**src/design/rgbhsv_pkg.sv**
```systemverilog
package rgbhsv_pkg;

  // Channel and arithmetic widths.
  localparam int unsigned PixW  = 8;
  localparam int unsigned QuotW = PixW + 1;
  localparam int unsigned HueW  = 12;

  // One divider cell per quotient bit of the two divisions.
  localparam int unsigned NumCells = QuotW;

  // Configuration register map.
  localparam int unsigned PaddrW     = 3;
  localparam logic        RegSatThr  = 1'b0;
  localparam logic [PixW-1:0] SatThrReset = 8'd50;

  // Hue sector bases and full circle in 1/256 units of a sector.
  localparam logic [10:0]       SectorGreenBase = 11'd512;
  localparam logic [10:0]       SectorBlueBase  = 11'd1024;
  localparam logic signed [HueW-1:0] FullCircle = 12'sd1536;

  // Reciprocal of six: (h * 10923) >> 16 is exact for h below 1536.
  localparam logic [13:0] RecipSix = 14'd10923;

  typedef enum logic [1:0] {
    SECTOR_RED   = 2'b00,
    SECTOR_GREEN = 2'b01,
    SECTOR_BLUE  = 2'b10
  } sector_e;

  // Item carried along the pipeline from the front stage through the cells.
  typedef struct packed {
    logic [PixW-1:0]  vmax;
    logic [PixW-1:0]  delta;
    logic             sat_en;
    sector_e          sector;
    logic             neg;
    logic [PixW-1:0]  rem_s;
    logic             lo_s;
    logic [QuotW-1:0] quot_s;
    logic [PixW-1:0]  rem_h;
    logic             lo_h;
    logic [QuotW-1:0] quot_h;
  } item_t;

endpackage

```
**src/design/rgbhsv_front.sv**
```systemverilog
module rgbhsv_front (
  input  logic                     clk_i,
  input  logic                     rst_ni,
  input  logic                     valid_i,
  output logic                     stall_o,
  input  logic [rgbhsv_pkg::PixW-1:0] red_i,
  input  logic [rgbhsv_pkg::PixW-1:0] green_i,
  input  logic [rgbhsv_pkg::PixW-1:0] blue_i,
  input  logic [rgbhsv_pkg::PixW-1:0] thr_i,
  output logic                     valid_o,
  input  logic                     stall_i,
  output rgbhsv_pkg::item_t        item_o
);
  import rgbhsv_pkg::*;

  logic [PixW-1:0]   vmax;
  logic [PixW-1:0]   vmin;
  logic [PixW-1:0]   delta;
  logic signed [PixW:0] diff;
  logic [PixW-1:0]   adiff;
  item_t             item_d;
  item_t             item_q;
  logic              valid_q;

  // Largest and smallest channel.
  always_comb begin
    vmax = (red_i > green_i) ? red_i : green_i;
    vmax = (vmax > blue_i) ? vmax : blue_i;
    vmin = (red_i < green_i) ? red_i : green_i;
    vmin = (vmin < blue_i) ? vmin : blue_i;
    delta = vmax - vmin;
  end

  // Sector choice, red first, then green, then blue; signed channel difference.
  always_comb begin
    item_d = '0;
    if (red_i == vmax) begin
      item_d.sector = SECTOR_RED;
      diff = $signed({1'b0, green_i}) - $signed({1'b0, blue_i});
    end else if (green_i == vmax) begin
      item_d.sector = SECTOR_GREEN;
      diff = $signed({1'b0, blue_i}) - $signed({1'b0, red_i});
    end else begin
      item_d.sector = SECTOR_BLUE;
      diff = $signed({1'b0, red_i}) - $signed({1'b0, green_i});
    end
    adiff = diff[PixW] ? PixW'(-diff) : diff[PixW-1:0];

    item_d.vmax   = vmax;
    item_d.delta  = delta;
    item_d.sat_en = (vmax > thr_i);
    item_d.neg    = diff[PixW];
    // The upper bits seed the partial remainder; the lowest bit enters the first cell.
    item_d.rem_s  = {1'b0, delta[PixW-1:1]};
    item_d.lo_s   = delta[0];
    item_d.rem_h  = {1'b0, adiff[PixW-1:1]};
    item_d.lo_h   = adiff[0];
  end

  // Stage handshake: hold while a stored item is blocked downstream.
  assign stall_o = valid_q & stall_i;

  always_ff @(posedge clk_i or negedge rst_ni) begin
    if (!rst_ni) begin
      valid_q <= 1'b0;
    end else if (!stall_o) begin
      valid_q <= valid_i;
    end
  end

  always_ff @(posedge clk_i) begin
    if (valid_i && !stall_o) begin
      item_q <= item_d;
    end
  end

  assign valid_o = valid_q;
  assign item_o  = item_q;

endmodule

```
**src/design/rgbhsv_div_cell.sv**
```systemverilog
module rgbhsv_div_cell (
  input  logic              clk_i,
  input  logic              rst_ni,
  input  logic              valid_i,
  output logic              stall_o,
  input  rgbhsv_pkg::item_t item_i,
  output logic              valid_o,
  input  logic              stall_i,
  output rgbhsv_pkg::item_t item_o
);
  import rgbhsv_pkg::*;

  logic [PixW:0] trial_s;
  logic [PixW:0] trial_h;
  logic [PixW:0] diff_s;
  logic [PixW:0] diff_h;
  logic          ge_s;
  logic          ge_h;
  item_t         item_d;
  item_t         item_q;
  logic          valid_q;

  // One restoring step for each division: saturation over value, hue over chroma.
  always_comb begin
    trial_s = {item_i.rem_s, item_i.lo_s};
    trial_h = {item_i.rem_h, item_i.lo_h};
    diff_s  = trial_s - {1'b0, item_i.vmax};
    diff_h  = trial_h - {1'b0, item_i.delta};
    ge_s    = (trial_s >= {1'b0, item_i.vmax});
    ge_h    = (trial_h >= {1'b0, item_i.delta});

    item_d        = item_i;
    item_d.rem_s  = ge_s ? diff_s[PixW-1:0] : trial_s[PixW-1:0];
    item_d.rem_h  = ge_h ? diff_h[PixW-1:0] : trial_h[PixW-1:0];
    item_d.quot_s = {item_i.quot_s[QuotW-2:0], ge_s};
    item_d.quot_h = {item_i.quot_h[QuotW-2:0], ge_h};
    // Only zeros follow the first numerator bit.
    item_d.lo_s   = 1'b0;
    item_d.lo_h   = 1'b0;
  end

  // Stage handshake.
  assign stall_o = valid_q & stall_i;

  always_ff @(posedge clk_i or negedge rst_ni) begin
    if (!rst_ni) begin
      valid_q <= 1'b0;
    end else if (!stall_o) begin
      valid_q <= valid_i;
    end
  end

  always_ff @(posedge clk_i) begin
    if (valid_i && !stall_o) begin
      item_q <= item_d;
    end
  end

  assign valid_o = valid_q;
  assign item_o  = item_q;

endmodule

```
**src/design/rgbhsv_back.sv**
```systemverilog
module rgbhsv_back (
  input  logic                        clk_i,
  input  logic                        rst_ni,
  input  logic                        valid_i,
  output logic                        stall_o,
  input  rgbhsv_pkg::item_t           item_i,
  output logic                        valid_o,
  input  logic                        stall_i,
  output logic [rgbhsv_pkg::PixW-1:0] hue_o,
  output logic [rgbhsv_pkg::PixW-1:0] saturation_o,
  output logic [rgbhsv_pkg::PixW-1:0] value_o,
  output logic [rgbhsv_pkg::PixW-1:0] chroma_o
);
  import rgbhsv_pkg::*;

  logic [10:0]          base;
  logic signed [HueW-1:0] hue_s;
  logic signed [HueW-1:0] hue_w;
  logic [24:0]          prod;
  logic                 grey;
  logic [PixW-1:0]      hue_d;
  logic [PixW-1:0]      sat_d;
  logic [PixW-1:0]      chroma_d;
  logic [PixW-1:0]      hue_q;
  logic [PixW-1:0]      sat_q;
  logic [PixW-1:0]      value_q;
  logic [PixW-1:0]      chroma_q;
  logic                 valid_q;

  // Sector base plus the signed quotient, wrapped into one circle, then divided by six.
  always_comb begin
    case (item_i.sector)
      SECTOR_RED:   base = 11'd0;
      SECTOR_GREEN: base = SectorGreenBase;
      SECTOR_BLUE:  base = SectorBlueBase;
      default:      base = 11'd0;
    endcase
    if (item_i.neg) begin
      hue_s = $signed({1'b0, base}) - $signed({3'b000, item_i.quot_h});
    end else begin
      hue_s = $signed({1'b0, base}) + $signed({3'b000, item_i.quot_h});
    end
    hue_w = hue_s[HueW-1] ? (hue_s + FullCircle) : hue_s;
    prod  = hue_w[10:0] * RecipSix;
  end

  // Grey pixels give zero hue, saturation and chroma; saturation clips at 255.
  always_comb begin
    grey     = (item_i.delta == '0);
    hue_d    = grey ? '0 : prod[23:16];
    chroma_d = item_i.delta;
    if (grey || !item_i.sat_en) begin
      sat_d = '0;
    end else if (item_i.quot_s[QuotW-1]) begin
      sat_d = '1;
    end else begin
      sat_d = item_i.quot_s[PixW-1:0];
    end
  end

  // Output register; holds its transfer while the consumer stalls.
  assign stall_o = valid_q & stall_i;

  always_ff @(posedge clk_i or negedge rst_ni) begin
    if (!rst_ni) begin
      valid_q <= 1'b0;
    end else if (!stall_o) begin
      valid_q <= valid_i;
    end
  end

  always_ff @(posedge clk_i) begin
    if (valid_i && !stall_o) begin
      hue_q    <= hue_d;
      sat_q    <= sat_d;
      value_q  <= item_i.vmax;
      chroma_q <= chroma_d;
    end
  end

  assign valid_o      = valid_q;
  assign hue_o        = hue_q;
  assign saturation_o = sat_q;
  assign value_o      = value_q;
  assign chroma_o     = chroma_q;

endmodule

```
**src/design/rgb_to_hsv_chroma.sv**
```systemverilog
// Channel   | Signals                                         | Direction
// ----------+-------------------------------------------------+----------
// pixel in  | in_valid_i, in_stall_o, red_i, green_i, blue_i  | input
// hsv out   | out_valid_o, out_stall_i, hue_o, saturation_o,  | output
//           | value_o, chroma_o                               |
// config    | psel, penable, pwrite, paddr, pwdata, prdata,   | APB slave
//           | pready                                          |
//
// One pixel is taken per clock while in_stall_o is low. A pixel reaches the output register
// after its input transfer, having passed one front stage, nine divider cells (one quotient
// bit each) and the output stage, each of them a register.
// Reset clears all stage valid bits and loads the threshold with 50.
// A stall at the output holds only the stages that hold data; empty stages keep filling.
module rgb_to_hsv_chroma (
  input  logic                          clk_i,
  input  logic                          rst_ni,
  input  logic                          in_valid_i,
  output logic                          in_stall_o,
  input  logic [rgbhsv_pkg::PixW-1:0]   red_i,
  input  logic [rgbhsv_pkg::PixW-1:0]   green_i,
  input  logic [rgbhsv_pkg::PixW-1:0]   blue_i,
  output logic                          out_valid_o,
  input  logic                          out_stall_i,
  output logic [rgbhsv_pkg::PixW-1:0]   hue_o,
  output logic [rgbhsv_pkg::PixW-1:0]   saturation_o,
  output logic [rgbhsv_pkg::PixW-1:0]   value_o,
  output logic [rgbhsv_pkg::PixW-1:0]   chroma_o,
  input  logic                          psel,
  input  logic                          penable,
  input  logic                          pwrite,
  input  logic [rgbhsv_pkg::PaddrW-1:0] paddr,
  input  logic [31:0]                   pwdata,
  output logic [31:0]                   prdata,
  output logic                          pready
);
  import rgbhsv_pkg::*;

  logic [PixW-1:0] thr_q;
  logic            sel_thr;

  logic  valid_c [0:NumCells];
  logic  stall_c [0:NumCells];
  item_t item_c  [0:NumCells];

  // Configuration register.
  assign pready  = 1'b1;
  assign sel_thr = (paddr[PaddrW-1] == RegSatThr);

  always_ff @(posedge clk_i or negedge rst_ni) begin
    if (!rst_ni) begin
      thr_q <= SatThrReset;
    end else if (psel && penable && pwrite && pready && sel_thr) begin
      thr_q <= pwdata[PixW-1:0];
    end
  end

  assign prdata = sel_thr ? {{(32 - PixW){1'b0}}, thr_q} : '0;

  // Front stage: max, min, sector and divider seeds.
  rgbhsv_front u_front (
    .clk_i   (clk_i),
    .rst_ni  (rst_ni),
    .valid_i (in_valid_i),
    .stall_o (in_stall_o),
    .red_i   (red_i),
    .green_i (green_i),
    .blue_i  (blue_i),
    .thr_i   (thr_q),
    .valid_o (valid_c[0]),
    .stall_i (stall_c[0]),
    .item_o  (item_c[0])
  );

  // Row of divider cells, one quotient bit per cell.
  for (genvar k = 0; k < NumCells; k++) begin : g_cell
    rgbhsv_div_cell u_cell (
      .clk_i   (clk_i),
      .rst_ni  (rst_ni),
      .valid_i (valid_c[k]),
      .stall_o (stall_c[k]),
      .item_i  (item_c[k]),
      .valid_o (valid_c[k+1]),
      .stall_i (stall_c[k+1]),
      .item_o  (item_c[k+1])
    );
  end

  // Output stage: hue wrap and scale, saturation clip.
  rgbhsv_back u_back (
    .clk_i        (clk_i),
    .rst_ni       (rst_ni),
    .valid_i      (valid_c[NumCells]),
    .stall_o      (stall_c[NumCells]),
    .item_i       (item_c[NumCells]),
    .valid_o      (out_valid_o),
    .stall_i      (out_stall_i),
    .hue_o        (hue_o),
    .saturation_o (saturation_o),
    .value_o      (value_o),
    .chroma_o     (chroma_o)
  );

endmodule

```
**config.mk**
```make
export PLATFORM = sky130hd
export DESIGN_NAME = rgb_to_hsv_chroma
export DESIGN_NICKNAME = d
export VERILOG_FILES = /design/src/design/rgbhsv_pkg.sv /design/src/design/rgbhsv_front.sv /design/src/design/rgbhsv_div_cell.sv /design/src/design/rgbhsv_back.sv /design/src/design/rgb_to_hsv_chroma.sv
export SDC_FILE = /design/constraint.sdc
export NUM_CORES = 1
export LEC_CHECK = 0
export BUFFER_PORTS_ARGS = -buffer_cell sky130_fd_sc_hd__buf_2
export CAP_MARGIN = 10
export CORE_UTILIZATION = 50
export DETAILED_ROUTE_END_ITERATION = 10
export GPL_ROUTABILITY_DRIVEN = 0
export PLACE_DENSITY = 0.66
export SLEW_MARGIN = 20
export SYNTH_ARGS = -nofsm -noshare
export SYNTH_HDL_FRONTEND = slang
export SYNTH_SLANG_ARGS = --single-unit
```
**constraint.sdc**
```tcl
create_clock -name clk_i -period 7.9 [get_ports clk_i]
set_input_delay 1.185 -clock clk_i [delete_from_list [all_inputs] [get_ports clk_i]]
set_output_delay 1.185 -clock clk_i [all_outputs]
set_load 0.01 [all_outputs]
```
After elaboration in Yosys (flattened, before gate mapping)
Index checks and enable logic that the tools add are counted.
{ "word_totals": {"ff_bits": 485} }
{ "classes": {"n_reduce_logical": 28, "n_mux": 29, "bitwise_logic": 12, "mul": 1, "n_lt_le_gt_ge": 23, "eq_ne": 4, "add_sub_neg": 24} }
{ "ops": {"columns": ["cell", "n"], "rows": [
  ["8-bit two-way mux", 23],
  ["9-bit by 8-bit greater-or-equal comparator with 1-bit output", 16],
  ["8-bit subtractor", 17],
  ["8-bit by 8-bit subtractor with 9-bit output", 3],
  ["8-bit greater-than comparator", 3],
  ["11-bit by 14-bit multiplier with 24-bit output, second input constant", 1],
  ["11-bit case mux with 2 select lines", 1],
  ["9-bit two-way mux", 2],
  ["8-bit == test", 2],
  ["8-bit greater-or-equal comparator", 2],
  ["8-bit < comparator", 2],
  ["1-bit logical AND", 14],
  ["11-bit by 9-bit adder with 12-bit output", 1],
  ["1-bit logical NOT", 12],
  ["12-bit two-way mux", 1],
  ["11-bit by 9-bit subtractor with 12-bit output", 1],
  ["11-bit by 10-bit adder with 11-bit output, second input constant", 1],
  ["1-bit bitwise AND", 11],
  ["11-bit two-way mux", 1],
  ["8-bit logical NOT", 1],
  ["8-bit negation", 1],
  ["2-bit by 1-bit == test with 1-bit output, second input constant", 1],
  ["2-bit == test, second input constant", 1],
  ["2-bit two-way mux", 1],
  ["2 further kinds", 2]
]} }

Longest topological paths before layout
Gate-level depths: netlist of run 1.
{ "depth": {"word_depth": 13, "mapped_depth": 30} }

Hierarchy
Synthesis of run 1 repeated with hierarchy kept, for this count alone.
{ "hier_totals": {"cells_unflattened": 2674, "hier_area_um2": 32906.6} }
{ "by_module_without_submodules": {"columns": ["mod", "area_each_um2", "cells_per_inst", "n_inst"], "rows": [
  ["rgbhsv_div_cell (g_cell[0].u_cell ...)", 2690.1, 195, 5],
  ["rgbhsv_div_cell (g_cell[2].u_cell ...)", 2655.0, 190, 3],
  ["rgbhsv_front", 4140.2, 479, 1],
  ["rgbhsv_back", 4082.7, 407, 1],
  ["rgbhsv_div_cell (g_cell[5].u_cell)", 2685.1, 191, 1],
  ["rgb_to_hsv_chroma", 583.1, 52, 1]
]} }

Worst setup path after synthesis of run 1
OpenSTA, ideal clock, no wires.
{ "synth_path": {"path_kind": "register to register", "from": "reg g_cell[8].u_cell.item_q, in the netlist g_cell[8].u_cell.item_o[0]", "to": "reg u_back.hue_q[7] (netlist: u_back.hue_o[7]), data pin", "arrival_time_ns": 6.786, "slack_ns": 0.846, "t_required_ns": 7.632, "stages_incl_launch_ff": 31, "synth_period_minus_slack_ns": 7.054, "cell_sequence": "edfxtp_1 > inv_1 > ha_1 > or4_1 > mux2i_1 > a32o_1 > nand4b_2 > nor3b_4 > xor2_1 > o22a_1 > nor2_1 > a21oi_1 > xnor2_1 > fa_1 > inv_1 > fa_1 > inv_1 > fa_1 > inv_1 > fa_1 > inv_1 > ha_1 > o21ai_0 > nand2b_1 > a21oi_1 > a2111oi_0 > o31ai_1 > a21oi_1 > a31oi_1 > xor2_1 > nor2_1"} }
{ "synth_via": {"elab_chain_cells": 5} }
{ "synth_rtl": {"columns": ["item", "line_no", "source"], "rows": [
  ["from (decl)", "rgbhsv_div_cell.sv:20", "item_t item_q;"],
  ["from (signal assigned)", "rgbhsv_div_cell.sv:55", "item_q <= item_d;"],
  ["11-bit by 9-bit adder with 12-bit output or 11-bit by 9-bit subtractor with 12-bit output (tied branches)", "rgbhsv_back.sv:41, rgbhsv_back.sv:39", null],
  ["12-bit two-way mux *", "rgbhsv_back.sv:38", "if (item_i.neg) begin"],
  ["11-bit by 10-bit adder with 11-bit output", "rgbhsv_back.sv:43", "hue_w = hue_s[HueW-1] ? (hue_s + FullCircle) : hue_s;"],
  ["11-bit two-way mux *", "rgbhsv_back.sv:43", null],
  ["11-bit by 14-bit multiplier with 24-bit output *", "rgbhsv_back.sv:44", "prod = hue_w[10:0] * RecipSix;"],
  ["to (signal assigned)", "rgbhsv_back.sv:74", "hue_q <= hue_d;"],
  ["to (decl)", "rgbhsv_back.sv:24", "logic [PixW-1:0] hue_q;"]
]} }
Mark *: on every way between the ends. The rest lies on a longest branch, timed or not.
A chain may end at the register's enable or synchronous reset.

Worst setup path after layout of run 1
{ "layout_path": {"from": "reg g_cell[8].u_cell.item_q, in the netlist g_cell[8].u_cell.item_o[1]", "to": "reg u_back.hue_q[6] (netlist: u_back.hue_o[6]), data pin"} }
Same word-level chain as after synthesis.

==> results of run 1 <==
[sequential cells by signal, summed over array words and instances (netlist names)]
signal and flops:
g_cell.u_cell.valid_o 9, u_back.value_o 8, u_back.hue_o 8, u_front.valid_o 1, u_back.saturation_o 8, g_cell.u_cell.item_o 398
u_back.valid_o 1, thr_q 8, u_back.chroma_o 8, u_front.item_o 28
[final timing paths]
kind | end | slack [ps]
setup reg to reg | u_back.hue_o[6]$_SDFFCE_PP0P_ | 460
hold / removal | g_cell[8].u_cell.item_o[20]$_DFFE_PP_ | 410
min in group asynchronous | thr_q[2]$_DFFE_PN0P_ | 550
setup / recovery | u_back.hue_o[6]$_SDFFCE_PP0P_ | 460
max in group asynchronous | thr_q[5]$_DFFE_PN1P_ | 7010
hold reg to reg | g_cell[8].u_cell.item_o[20]$_DFFE_PP_ | 410
[final cells by class]
| cell class | instances | area [µm²] | area share |
|---|---|---|---|
| clock inverter | 26 | 238 | 0.00789 |
| timing repair buffer | 94 | 523 | 0.0174 |
| multi-input combinational | 1472 | 11500 | 0.383 |
| inverter | 379 | 1420 | 0.0472 |
| sequential | 477 | 14200 | 0.472 |
| tap | 696 | 871 | 0.0289 |
| clock buffer | 62 | 1320 | 0.0437 |
[layer usage]
| metal | vias to the layer above | track usage | wire length [µm] |
|---|---|---|---|
| met4 | 0 | 0.0687 | 1730 |
| met3 | 102 | 0.0269 | 1640 |
| met2 | 277 | 0.332 | 24800 |
| li1 | 8463 | - | - |
| met1 | 7946 | 0.184 | 18400 |
| met5 | - | 0 | 0 |
[logic make-up (layout without fill, tap and decap cells)]
logic type                 Yosys count  after routing  share of synthesized area
buffers and inverters              433            561                     0.0635
other                                2             25                   0.000275
DFF                                477            477                      0.521
muxes                               27             27                     0.0105
xor gates and xnor gates           124            124                     0.0402
adders and majority gates          326            326                      0.165
and+or+nand+nor                    488            488                     0.0866
AOI/OAI and AO/OA                  482            482                      0.114
[cells in the mapped netlist, drive strengths merged (25+ instances only)]
| master | count | area share |
|---|---|---|
| a21boi | 25 | 0.0069 |
| a21o | 37 | 0.010 |
| a21oi | 97 | 0.018 |
| buf | 29 | 0.0080 |
| clkbuf | 25 | 0.0034 |
| edfxtp | 458 | 0.50 |
| fa | 56 | 0.041 |
| ha | 270 | 0.12 |
| inv | 379 | 0.052 |
| nand2 | 142 | 0.020 |
| nand2b | 28 | 0.0064 |
| nand3 | 27 | 0.0051 |
| nand4 | 25 | 0.0063 |
| nor2 | 156 | 0.022 |
| nor2b | 41 | 0.0095 |
| o21ai | 176 | 0.033 |
| o31ai | 34 | 0.0095 |
| xnor2 | 64 | 0.021 |
| xor2 | 59 | 0.019 |
[worst max-delay path: cells and delay by family, from the launching register on]
| kind | cells | cell delay (ps) |
|---|---|---|
| flip-flops | 1 | 450 |
| adder cells (fa/ha/maj) | 6 | 2710 |
| multiplexers | 1 | 150 |
| AO/OA/AOI/OAI | 8 | 1420 |
| XOR/XNOR | 3 | 580 |
| AND/OR/NAND/NOR | 7 | 1320 |
| buffers and inverters | 6 | 530 |
[per-stage QoR]
stage	cell area, µm²	hold slack [ps]	cells	worst slack, ps	utilization
2_1_floorplan	27400	400	2382	846	-
3_3_place_gp	28500	401	3117	412	0.529
3_5_place_dp	28500	405	3117	195	0.529
4_1_cts	30100	416	3205	171	0.558
5_1_grt	30100	412	3206	-31.0	0.559
6_report	30100	413	3206	458	0.559
==> reports/summary.txt, run 1 <==
status = completed
core area = 53,900 µm²
Final Max Tran Viols = 0
most frequent cells in the layout = edfxtp_1 (458), inv_1 (378), ha_1 (270)
number of hold buffers added after CTS = 0
FP Rows = 85
largest net degree at the start of global routing = 53
CP dominant cell by count = inv_1
Starting Density = 0.507
H-Tree Depth = 2
clock latency on the worst-skew pair = 570 ps
hold path depth = 0
synthesis-to-layout area growth = 10.3%
Cell Area, Synth = 27,300 µm²
clock-pin slew on the worst setup and hold paths = 60 ps
EDFF count, synth = 458
max frequency = 134 MHz
post-layout min period = 7440 ps
Post-Route WL = 46,500 µm
Boundary Pins = 133
Worst Setup Start Kind = flip-flop
final period utilization = 0.942
Clock Sinks = 477
Fin. Hold Viols = 0
share of layout cells above drive strength 1 = 0.0936
DRC violations left = 0
Max clock buf depth = 3
most common cell after layout, fill and taps aside = edfxtp_1
vias in the first global route = 17,205
clk_skew = 12.6 ps
GRT Total Usage = 0.172
Vias/cell = 5.24
critical path class = flip-flop to flip-flop
Worst Max-Slew Pin Slew = 1090 ps
Vias = 16,788
die area = 55,600 µm²
#FFs+latches synth = 477
Slowest cell on crit path = fa_1
syn_area_per_cell = 11.6 µm²
Port Buffers = 81
initial antenna violation count = 0
Slew headroom = 0.269
antenna cells = 0
ys async rst share = 0.0398
total CTS buffers = 49
Max FO, Critical Path = 5
Setup Fix Bufs, Post-CTS = 0
fin nets = 2,865
Critical Path RT = 8200 ps
type of destination of the critical path = flip-flop
Routed WL per cell = 14.5 µm
Main synth FF type = edfxtp_1
crit path from = g_cell[8].u_cell.item_o[1]$_DFFE_PP_
grt total ovfl = 0
root buf cell = clkbuf_16
global-route wire length before repair = 78,700 µm
RR Startpoint = g_cell[8].u_cell.item_o[1]$_DFFE_PP_
hold_sp = g_cell[7].u_cell.item_o[19]$_DFFE_PP_
worst reg-to-reg path cell count = 31
Max Cap Viol = 0
post-CTS resize count = 0
Die Height = 236 µm
worst min path class = flip-flop to flip-flop
Setup TNS Final = 0 ps
Seq/Total Area, Yosys = 0.521
CP arrival = 7740 ps
hpwl dp = 36,200 µm
Initial DRC Count = 559
Final ANT Viol Nets = 0
# fillers = 4,365
final setup vio count = 0
Crit path largest cell delay = 610 ps
CTS tree = built
post-synth cell types = 92
Post-Synthesis Cells = 2,359
drt pass-1 iters = 5
Horiz. Die Dim = 236 µm
Synth warnings = 0
Power of run 1 is not shown: default switching activity piles up to over one toggle a cycle in this logic, so the estimate is an artifact.
==> inputs of run 2 (changes only) <==
CORE_MARGIN = 2   (was not set)
SYNTH_HIERARCHICAL = 1   (was not set)
==> run 2 against run 1 <==
  * Clock-buffer cell count shrank 3
  * Register-to-register slack is essentially flat
  * Critical path depth shrank 3
  * Critical path type unchanged
  * Critical endpoint is now u_back/hue_o[7]$_SDFFCE_PP0P_
==> reports/summary.txt, run 2 <==
hpwl dp = 41,000 µm
core area = 58,700 µm²
Synth warnings = 6
final period utilization = 0.944
clk_skew = 30.7 ps
initial antenna violation count = 0
Worst Max-Slew Pin Slew = 1040 ps
die area = 61,100 µm²
# fillers = 4,764
R2R setup slack = 440 ps
CP arrival = 7790 ps
Clock Sinks = 477
CP dominant cell by count = fa_1
Post-Route WL = 52,600 µm
grt total ovfl = 0
critical path class = flip-flop to flip-flop
Horiz. Die Dim = 247 µm
max FFs per register = 398
Final ANT Viol Nets = 0
most common cell after layout, fill and taps aside = edfxtp_1
Starting Density = 0.504
CTS tree = built
fin nets = 2,992
post-layout min period = 7460 ps
Slew headroom = 0.305
most frequent cells in the layout = edfxtp_1 (458), inv_1 (338), ha_1 (273)
Most Used Layer, Global Route = met2
clock-pin slew on the worst setup and hold paths = 60 ps
type of destination of the critical path = flip-flop
hold slack = 389 ps
final core occ = 0.554
Non-Filler Instances = 3,413
max frequency = 134 MHz
global-route wire length before repair = 88,500 µm
Register Area = 14,200 µm²
share of layout cells above drive strength 1 = 0.144
synthesis-to-layout area growth = 10.1%
Vias = 18,406
total CTS buffers = 52
Port Buffers = 81
H-Tree Depth = 2
Initial DRC Count = 889
met1 usage = 0.191
DRC violations left = 0
worst min path class = flip-flop to flip-flop
finished layout cell area = 32,500 µm²
DP Area = 30,700 µm²
Max FO, Critical Path = 7
syn_area_per_cell = 11.9 µm²
Post-Synthesis Cells = 2,492
final setup vio count = 0
Worst Setup Start Kind = flip-flop
clock latency on the worst-skew pair = 600 ps
Critical Path RT = 8230 ps
Max clock buf depth = 3
status = completed
Fin. Hold Viols = 0
M2 GR Usage = 0.333
Vias/cell = 5.39
vias in the first global route = 19,249
drt pass-1 iters = 5
Routed WL per cell = 15.4 µm
FP Rows = 89
number of hold buffers added after CTS = 0
Max Cap Viol = 0
met3 Usage GRT = 0.0256
Final Max Tran Viols = 0
Cell Area, Synth = 29,600 µm²
multi-input logic area = 13,800 µm²
Crit path largest cell delay = 560 ps
DP Cell Count = 3,313
root buf cell = clkbuf_16
GRT Total Usage = 0.175
Boundary Pins = 133
largest net degree at the start of global routing = 45
antenna cells = 0
Slowest cell on crit path = fa_1
Die Height = 247 µm
run 2: cell type report:
class,instances,area share
flip-flops and latches,477,0.437
multi-input cells,1628,0.423
clock buffers,59,0.0408
inverters,344,0.0397
well taps,773,0.0297
repair buffers,94,0.0173
clock inverters,38,0.0121
run 2: critical path: cells and delay by family (launching register included):
family                   cells  cell delay [ps]
adder cells (fa/ha/maj)      7             2880
AO/OA/AOI/OAI                8             1910
AND/OR/NAND/NOR              5              820
XOR/XNOR                     3              580
buffers and inverters        5              530
flip-flops                   1              470
run 2: timing repair:
action,in CTS,in global routing
setup buffers,0,0
resized for setup,0,8
endpoints found under the setup margin,0,4
run 2: layer usage:
metal / up-vias / wire, µm
li1: 9130 / -
met2: 387 / 27700
met5: - / 0
met4: 0 / 2030
met3: 129 / 2070
met1: 8760 / 20800
run 2: worst paths after layout:
check,start,to,depth (start not counted)
worst min register to register,g_cell[4].u_cell/item_o[4]$_DFFE_PP_,g_cell[5].u_cell/item_o[5]$_DFFE_PP_,0
max in group asynchronous,rst_ni,thr_q[5]$_DFFE_PN1P_,1
worst max-delay path,g_cell[8].u_cell/item_o[0]$_DFFE_PP_,u_back/hue_o[7]$_SDFFCE_PP0P_,28
min in group asynchronous,rst_ni,thr_q[3]$_DFFE_PN0P_,1
worst min-delay path,g_cell[4].u_cell/item_o[4]$_DFFE_PP_,g_cell[5].u_cell/item_o[5]$_DFFE_PP_,0
worst max register to register,g_cell[8].u_cell/item_o[0]$_DFFE_PP_,u_back/hue_o[7]$_SDFFCE_PP0P_,28
run 2: through the flow:
stage / setup TNS (ps) / setup slack [ps]
2_1_floorplan: 0 / 787
3_3_place_gp: 0 / 345
3_5_place_dp: 0 / 209
4_1_cts: 0 / 190
5_1_grt: -5.33 / -5.33
6_report: 0 / 443
Power of run 2 is left out for the same reason.
==> inputs of run 3 (changes only) <==
SETUP_SLACK_MARGIN = 0.3   (was not set)
SYNTH_HIERARCHICAL = not set   (was 1)
==> run 3 against run 2 <==
  * Clock-buffer cell count down 9
  * Via count down 8.2%
  * Design area down 6.5%
  * Critical path depth up 2
  * First-iteration DRC count down 24%
  * Clock skew down 10 ps
  * Register-to-register slack better by 270 ps
  * Hold slack better by 17 ps
==> reports/summary.txt, run 3 (synthesized netlist as in run 1, its figures left out) <==
Max FO, Critical Path = 5
total CTS buffers = 47
final core occ = 0.564
clock latency on the worst-skew pair = 580 ps
antenna cells = 0
Routed WL per cell = 14.8 µm
Critical Path RT = 8200 ps
Vias = 16,893
Worst Setup Start Kind = flip-flop
Slew headroom = 0.293
fin nets = 2,873
max FFs per register = 398
Vias/cell = 5.25
Initial DRC Count = 673
CTS tree = built
worst min path class = flip-flop to flip-flop
H-Tree Depth = 2
Final ANT Viol Nets = 0
most common cell after layout, fill and taps aside = edfxtp_1
drt pass-1 iters = 5
RSZ-0062 raised after global routing = false
clock-pin slew on the worst setup and hold paths = 60 ps
core area = 53,900 µm²
Worst Max-Slew Pin Slew = 1060 ps
share of layout cells above drive strength 1 = 0.105
type of destination of the critical path = flip-flop
grt total ovfl = 0
Fin. Hold Viols = 0
post-layout min period = 7190 ps
Starting Density = 0.507
status = completed
critical path class = flip-flop to flip-flop
Horiz. Die Dim = 238 µm
clk_skew = 20.7 ps
Clock Sinks = 477
most frequent cells in the layout = edfxtp_1 (458), inv_1 (378), ha_1 (268)
Max clock buf depth = 3
vias in the first global route = 17,488
global-route wire length before repair = 80,300 µm
largest net degree at the start of global routing = 53
GRT Total Usage = 0.172
hpwl dp = 36,600 µm
root buf cell = clkbuf_16
final period utilization = 0.910
Port Buffers = 81
Boundary Pins = 133
synthesis-to-layout area growth = 11.3%
Post-Route WL = 47,400 µm
Slowest cell on crit path = fa_1
FP Rows = 85
Final Max Tran Viols = 0
Die Height = 238 µm
final setup vio count = 0
Max Cap Viol = 0
DRC violations left = 0
initial antenna violation count = 0
Crit path largest cell delay = 560 ps
max frequency = 139 MHz
die area = 56,600 µm²
Setup TNS Final = 0 ps
CP arrival = 7490 ps
CP dominant cell by count = fa_1
[run 3: final cells by class]
cell class,count,area (µm²)
clock buffer,50,1210
clock inverter,38,517
fill,4411,23500
inverter,379,1420
multi-input combinational,1472,11600
sequential,477,14200
tap,696,871
timing repair buffer,104,603
[run 3: critical path, delay by kind of cell (launching register included)]
family	cells	cell delay, ps
buffers and inverters	5	530
AND/OR/NAND/NOR	6	1150
flip-flops	1	340
adder cells (fa/ha/maj)	7	2780
XOR/XNOR	2	330
multiplexers	2	350
AO/OA/AOI/OAI	8	1450
[run 3: metrics by stage]
| stage | hold slack, ps | setup slack (ps) | instance area [µm²] | instances |
|---|---|---|---|---|
| floorplan | 400 | 846 | 27400 | 2382 |
| global placement | 401 | 431 | 28500 | 3117 |
| detailed placement | 405 | 161 | 28500 | 3117 |
| CTS | 409 | 373 | 30300 | 3205 |
| global route | 413 | 269 | 30400 | 3216 |
| finish | 406 | 712 | 30400 | 3216 |
[run 3: worst paths after layout]
kind / from / endpoint / slack (ps) / depth (start not counted)
hold reg to reg: g_cell[3].u_cell.item_o[39]$_DFFE_PP_ / g_cell[4].u_cell.item_o[39]$_DFFE_PP_ / 410 / 0
hold / removal: g_cell[3].u_cell.item_o[39]$_DFFE_PP_ / g_cell[4].u_cell.item_o[39]$_DFFE_PP_ / 410 / 0
setup reg to reg: g_cell[8].u_cell.item_o[0]$_DFFE_PP_ / u_back.hue_o[7]$_SDFFCE_PP0P_ / 710 / 30
min in group asynchronous: rst_ni / thr_q[0]$_DFFE_PN0P_ / 550 / 1
setup / recovery: g_cell[8].u_cell.item_o[0]$_DFFE_PP_ / u_back.hue_o[7]$_SDFFCE_PP0P_ / 710 / 30
max in group asynchronous: rst_ni / thr_q[5]$_DFFE_PN1P_ / 7010 / 1
[run 3: repair_timing]
item,in CTS,in global routing
pin swaps,0,9
gates resized for setup,3,13
setup buffers,0,9
hold buffers,0,0
cloned,0,0
endpoints found under the setup margin,3,5
[run 3: metal layers]
| metal | routed length [µm] | global-route usage | vias up |
|---|---|---|---|
| met1 | 18400 | 0.186 | 8033 |
| met3 | 1810 | 0.0281 | 112 |
| met2 | 25400 | 0.332 | 280 |
| met5 | 0 | 0 | - |
| met4 | 1820 | 0.0724 | 0 |
| li1 | - | - | 8468 |
Power of run 3 is left out for the same reason.
